===== config.mk =====
export PLATFORM = sky130hd
export DESIGN_NAME = mrh64_mul
export DESIGN_NICKNAME = d
export VERILOG_FILES = /design/src/hdl/mrh64_pkg.sv /design/src/hdl/mrh64_mul.sv
export SDC_FILE = /design/constraint.sdc
export NUM_CORES = 2
export LEC_CHECK = 0
export BUFFER_PORTS_ARGS = -buffer_cell sky130_fd_sc_hd__buf_2
export CAP_MARGIN = 5
export CORE_MARGIN = 2
export CORE_UTILIZATION = 35
export CTS_CLUSTER_DIAMETER = 40
export DETAILED_ROUTE_END_ITERATION = 12
export PLACE_DENSITY_LB_ADDON = 0.25
export SYNTH_ARGS = -nofsm -noshare
export SYNTH_HDL_FRONTEND = slang
export SYNTH_SLANG_ARGS = --single-unit

===== constraint.sdc =====
create_clock -name clk -period 29.1 [get_ports clk]
set_clock_uncertainty 0.05 [all_clocks]
set_input_delay 1.455 -clock clk [delete_from_list [all_inputs] [get_ports clk]]
set_output_delay 1.455 -clock clk [all_outputs]
set_load 0.05 [all_outputs]

===== src/hdl/mrh64_pkg.sv =====
// Shared types, constants and mixing functions of the multiply-rotate 64-bit hash.
package mrh64_pkg;

  // Multiplier constants of the mixers.
  localparam logic [63:0] K_MAIN = 64'hBEA2_25F9_EB34_556D;
  localparam logic [63:0] K_Q    = 64'hD1B9_2B09_B922_66DD;
  localparam logic [63:0] K_R    = 64'h9995_988B_72E0_D285;
  localparam logic [63:0] K_S    = 64'h8FAD_F5E2_86E3_1587;
  localparam logic [63:0] K_T    = 64'hFCF8_B405_D3D0_783B;

  // Configuration register indexes.
  localparam logic [0:0] REG_SEED = 1'b0;
  localparam logic [0:0] REG_SWAP = 1'b1;

  typedef enum logic [3:0] {
    ST_IDLE,
    ST_BPRE,
    ST_BULK,
    ST_W1,
    ST_W2,
    ST_W3,
    ST_FPREP,
    ST_FMUL,
    ST_EMIT
  } st_t;

  typedef struct packed {
    logic        start;
    logic [63:0] a;
    logic [63:0] b;
  } mul_req_t;

  typedef struct packed {
    logic        done;
    logic [63:0] p;
  } mul_rsp_t;

  // Rotate left by a constant amount between 1 and 63.
  function automatic logic [63:0] rotl(input logic [63:0] x, input int unsigned r);
    return (x << r) | (x >> (64 - r));
  endfunction

  function automatic logic [63:0] swap64(input logic [63:0] x);
    logic [63:0] y;
    for (int i = 0; i < 8; i++) begin
      y[8*(7-i) +: 8] = x[8*i +: 8];
    end
    return y;
  endfunction

  function automatic logic [63:0] init_hash(input logic [31:0] len, input logic [63:0] seed);
    return {32'b0, len} ^ seed ^ rotl(seed, 29) ^ rotl(seed, 47);
  endfunction

  function automatic logic [63:0] pre_mix(input logic [63:0] x);
    return x ^ rotl(x, 23) ^ rotl(x, 43);
  endfunction

  function automatic logic [63:0] post_mix(input logic [63:0] x);
    return x ^ rotl(x, 11) ^ rotl(x, 50);
  endfunction

  // Tail value from the first r valid bytes. In swapped order the bytes are taken
  // as 16- and 32-bit big-endian groups, a lone odd byte stays in place.
  function automatic logic [63:0] tail_value(input logic [63:0] raw, input logic [2:0] r,
                                             input logic sw);
    logic [7:0] b0, b1, b2, b3, b4, b5, b6;
    logic [63:0] v;
    b0 = raw[7:0];
    b1 = raw[15:8];
    b2 = raw[23:16];
    b3 = raw[31:24];
    b4 = raw[39:32];
    b5 = raw[47:40];
    b6 = raw[55:48];
    if (sw) begin
      unique case (r)
        3'd1: v = {56'b0, b0};
        3'd2: v = {48'b0, b0, b1};
        3'd3: v = {40'b0, b2, b0, b1};
        3'd4: v = {32'b0, b0, b1, b2, b3};
        3'd5: v = {24'b0, b4, b0, b1, b2, b3};
        3'd6: v = {16'b0, b4, b5, b0, b1, b2, b3};
        3'd7: v = {8'b0, b6, b4, b5, b0, b1, b2, b3};
        3'd0: v = '0;
      endcase
    end else begin
      unique case (r)
        3'd1: v = {56'b0, raw[7:0]};
        3'd2: v = {48'b0, raw[15:0]};
        3'd3: v = {40'b0, raw[23:0]};
        3'd4: v = {32'b0, raw[31:0]};
        3'd5: v = {24'b0, raw[39:0]};
        3'd6: v = {16'b0, raw[47:0]};
        3'd7: v = {8'b0, raw[55:0]};
        3'd0: v = '0;
      endcase
    end
    return v;
  endfunction

endpackage


===== src/hdl/mrh64_mul.sv =====
// Iterative 64x64 multiplier (low 64 bits) built on one shared 32x32 multiplier.
module mrh64_mul (
  input  logic                clk,
  input  logic                rst_n,
  input  mrh64_pkg::mul_req_t req,
  output mrh64_pkg::mul_rsp_t rsp
);

  logic [63:0] a_r;
  logic [63:0] b_r;
  logic [1:0]  cnt_r;
  logic        busy_r;
  logic        done_r;
  logic [63:0] prod_r;
  logic [63:0] sum_r;
  logic [31:0] op_a;
  logic [31:0] op_b;
  logic [63:0] mprod;

  // Partial products: low x low, then the two cross terms shifted up by 32.
  always_comb begin
    unique case (cnt_r)
      2'd0: begin
        op_a = a_r[31:0];
        op_b = b_r[31:0];
      end
      2'd1: begin
        op_a = a_r[31:0];
        op_b = b_r[63:32];
      end
      default: begin
        op_a = a_r[63:32];
        op_b = b_r[31:0];
      end
    endcase
  end

  assign mprod = {32'b0, op_a} * {32'b0, op_b};

  always_ff @(posedge clk) begin
    if (!rst_n) begin
      busy_r <= 1'b0;
      done_r <= 1'b0;
      cnt_r  <= '0;
    end else begin
      done_r <= 1'b0;
      if (req.start && !busy_r) begin
        busy_r <= 1'b1;
        cnt_r  <= '0;
      end else if (busy_r) begin
        cnt_r <= cnt_r + 2'd1;
        if (cnt_r == 2'd3) begin
          busy_r <= 1'b0;
          done_r <= 1'b1;
        end
      end
    end
  end

  always_ff @(posedge clk) begin
    if (req.start && !busy_r) begin
      a_r <= req.a;
      b_r <= req.b;
    end
    if (busy_r) begin
      prod_r <= (cnt_r == 2'd0) ? mprod : {mprod[31:0], 32'b0};
      sum_r  <= (cnt_r == 2'd1) ? prod_r : sum_r + prod_r;
    end
  end

  assign rsp.done = done_r;
  assign rsp.p    = sum_r;

endmodule


==> impl_metrics.env <==
export IMPL_status="completed"
export IMPL_ys_seq_area_share_pct=16.8
export IMPL_clk_latency_ns=0.65
export IMPL_syn_area_sq_mm=0.0462
export IMPL_worstPathRequired_ns=29.45
export IMPL_cts_sinks=260
export IMPL_gp_congestion=0.958
export IMPL_synth_cell_types=76
export IMPL_yosysWarningCount=0
export IMPL_finalSetupTns_ns=0
export IMPL_drv_cap=0
export IMPL_path_clk_slew_ns=0.06
export IMPL_drt_iter0_markers=2908
export IMPL_crit_fanout=33
export IMPL_grt_overflow=0
export IMPL_dp_hpwl_mm=126
export IMPL_synth_flop_cell="edfxtp_1"
export IMPL_start_util_pct=35.2
export IMPL_io_buffers=195
export IMPL_synth_avg_cell_area_sq_um=9.38
export IMPL_avgRoutedWirePerCell_um=23.5
export IMPL_setup_violations=0
export IMPL_finalWirelength_mm=160
export IMPL_numCtsBuffers=53
export IMPL_arrival_ns=11.31
export IMPL_worstSetupPathType="flip-flop to flip-flop"
export IMPL_clockRootBuffer="clkbuf_16"
export IMPL_post_cts_resized=0
export IMPL_worst_pin_slew_ns=1.35
export IMPL_synth_seq_cells=260
export IMPL_drv_slew=0
export IMPL_die_area_sq_mm=0.135
export IMPL_synth_edf_count=256
export IMPL_slowest_delay_ns=1.16
export IMPL_fin_nets=6364
export IMPL_grtUsageTotal_pct=23.8
export IMPL_rsz0062_at_grt="false"
export IMPL_seqCellArea_sq_mm=0.00777
export IMPL_row_count=133
export IMPL_hp_class="flip-flop to flip-flop"
export IMPL_grt_met2_usage_pct=38.5
export IMPL_antenna_left=0
export IMPL_fill_cells=13300
export IMPL_die_h_um=367
export IMPL_die_x_um=367
export IMPL_synth_net_count=6283
export IMPL_final_common_cell="inv_1"
export IMPL_multi_input_area_sq_mm=0.0342
export IMPL_hold_viol=0
export IMPL_cts_tree="yes"
export IMPL_max_freq_mhz=91.3
export IMPL_async_flop_share_pct=0
export IMPL_finalCriticalPeriod_ns=10.95
export IMPL_core_area_sq_mm=0.131
export IMPL_postSynthCellCount=4926
export IMPL_firstDrtPassIters=6
export IMPL_final_cell_mix="950 x inv_1, 897 x fa_1, 674 x nand2_1"
export IMPL_fin_crit_sh_pct=37.6
export IMPL_htreeDepth=2
export IMPL_syn_to_final_growth_pct=10.7
export IMPL_met1_usage_pct=30.9
export IMPL_via_per_inst=5.20
export IMPL_cp_start_kind="flip-flop"
export IMPL_grt_busiest_layer="met2"
export IMPL_end_kind="flip-flop"
export IMPL_drc=0
export IMPL_drive_above_1_share_pct=10.0
export IMPL_crit_slowest_cell="mux2i_2"
export IMPL_antenna_found_initial=7
export IMPL_clk_path_buf_depth=3
export IMPL_grt_max_degree=84
export IMPL_post_cts_buffers=0
export IMPL_met3_usage_pct=4.60
export IMPL_cts_hold_buffers=0
export IMPL_crit_path_frequent_cell="fa_1"
export IMPL_grt_first_pass_wirelength_mm=238
export IMPL_grt_pass1_vias=37200
export IMPL_slew_headroom_pct=8.04
export IMPL_vias=35400
export IMPL_ioPinCount=196
-- flip-flops by register name (all words and copies together), names as in the netlist --
| signal | flops |
|---|---|
| prod_r | 64 |
| cnt_r | 2 |
| a_r | 64 |
| done_r | 1 |
| busy_r | 1 |
| b_r | 64 |
| sum_r | 64 |
-- layout make-up --
| cell class | count | area share (%) |
|---|---|---|
| Multi-Input combinational cell | 3481 | 67.0 |
| Sequential cell | 260 | 15.2 |
| Inverter | 951 | 6.98 |
| Tap cell | 1755 | 4.30 |
| Timing Repair Buffer | 260 | 2.86 |
| Clock buffer | 56 | 2.62 |
| Clock inverter | 44 | 1.06 |
| Antenna cell | 1 | 0.00490 |
-- per-layer routing --
layer | vias up | share of wire, %
met5 | - | 0.038
met4 | 10 | 5.2
met3 | 380 | 7.8
met2 | 1448 | 46
met1 | 18100 | 41
li1 | 15500 | -
-- worst max-delay path: cells and delay by family (launching register included) --
kind	cells	cell delay (ns)
adders and majority gates	10	4.67
AOI/OAI and AO/OA	8	1.72
muxes	1	1.16
DFF	1	0.39
and+or+nand+nor	4	0.84
buffers and inverters	8	1.68
-- per-stage QoR --
step	util [%]	hold slack, ns	setup slack (ns)	cells	instance area (sq um)
final	38.9	0.508	18.15	6808	51100
after global routing	38.9	0.548	17.76	6807	51100
after CTS	38.9	0.511	18.16	6807	51100
after detailed placement	37.5	0.506	18.15	6707	49200
after global placement	37.5	0.500	18.23	6707	49200
after floorplan	-	0.477	18.89	4926	46200
-- path summary, 6_finish.rpt --
kind              start    endpoint  slack [ns]  cells after the start
max            cnt_r[0]  prod_r[60]       18.15                     31
min          prod_r[43]   sum_r[43]        0.51                      2
max reg2reg    cnt_r[0]  prod_r[60]       18.15                     31
min reg2reg  prod_r[43]   sum_r[43]        0.51                      2
-- Yosys cell counts, types with 33 or more instances --
library cell | count | area share, %
mux2_2 | 83 | 2.0
edfxtp_1 | 256 | 17
xnor2_1 | 73 | 1.4
clkbuf_1 | 214 | 1.7
o21bai_1 | 33 | 0.54
nor2_1 | 598 | 4.9
fa_1 | 897 | 39
nand4_1 | 42 | 0.57
a21oi_1 | 164 | 1.8
ha_1 | 329 | 8.9
o21ai_0 | 119 | 1.3
a21o_1 | 66 | 1.1
inv_1 | 950 | 7.7
mux2i_1 | 66 | 1.4
xor2_1 | 37 | 0.70
nand2_1 | 674 | 5.5
and2_1 | 39 | 0.53
-- cell families (layout without fill, tap and decap cells) --
group | count (synthesis) | after routing | share of synthesized area [%]
compound gates | 520 | 520 | 7.15
xor+xnor | 110 | 110 | 2.09
fa+ha+maj | 1226 | 1226 | 47.8
buf+inv | 1185 | 1311 | 9.67
flops | 260 | 260 | 16.8
mux | 149 | 149 | 3.45
other cells | 0 | 1 | 0
simple gates | 1476 | 1476 | 13.0
Power is left out: the tool's default activity adds up to more than one toggle a clock period on the data nets, which glitch-free logic cannot reach.
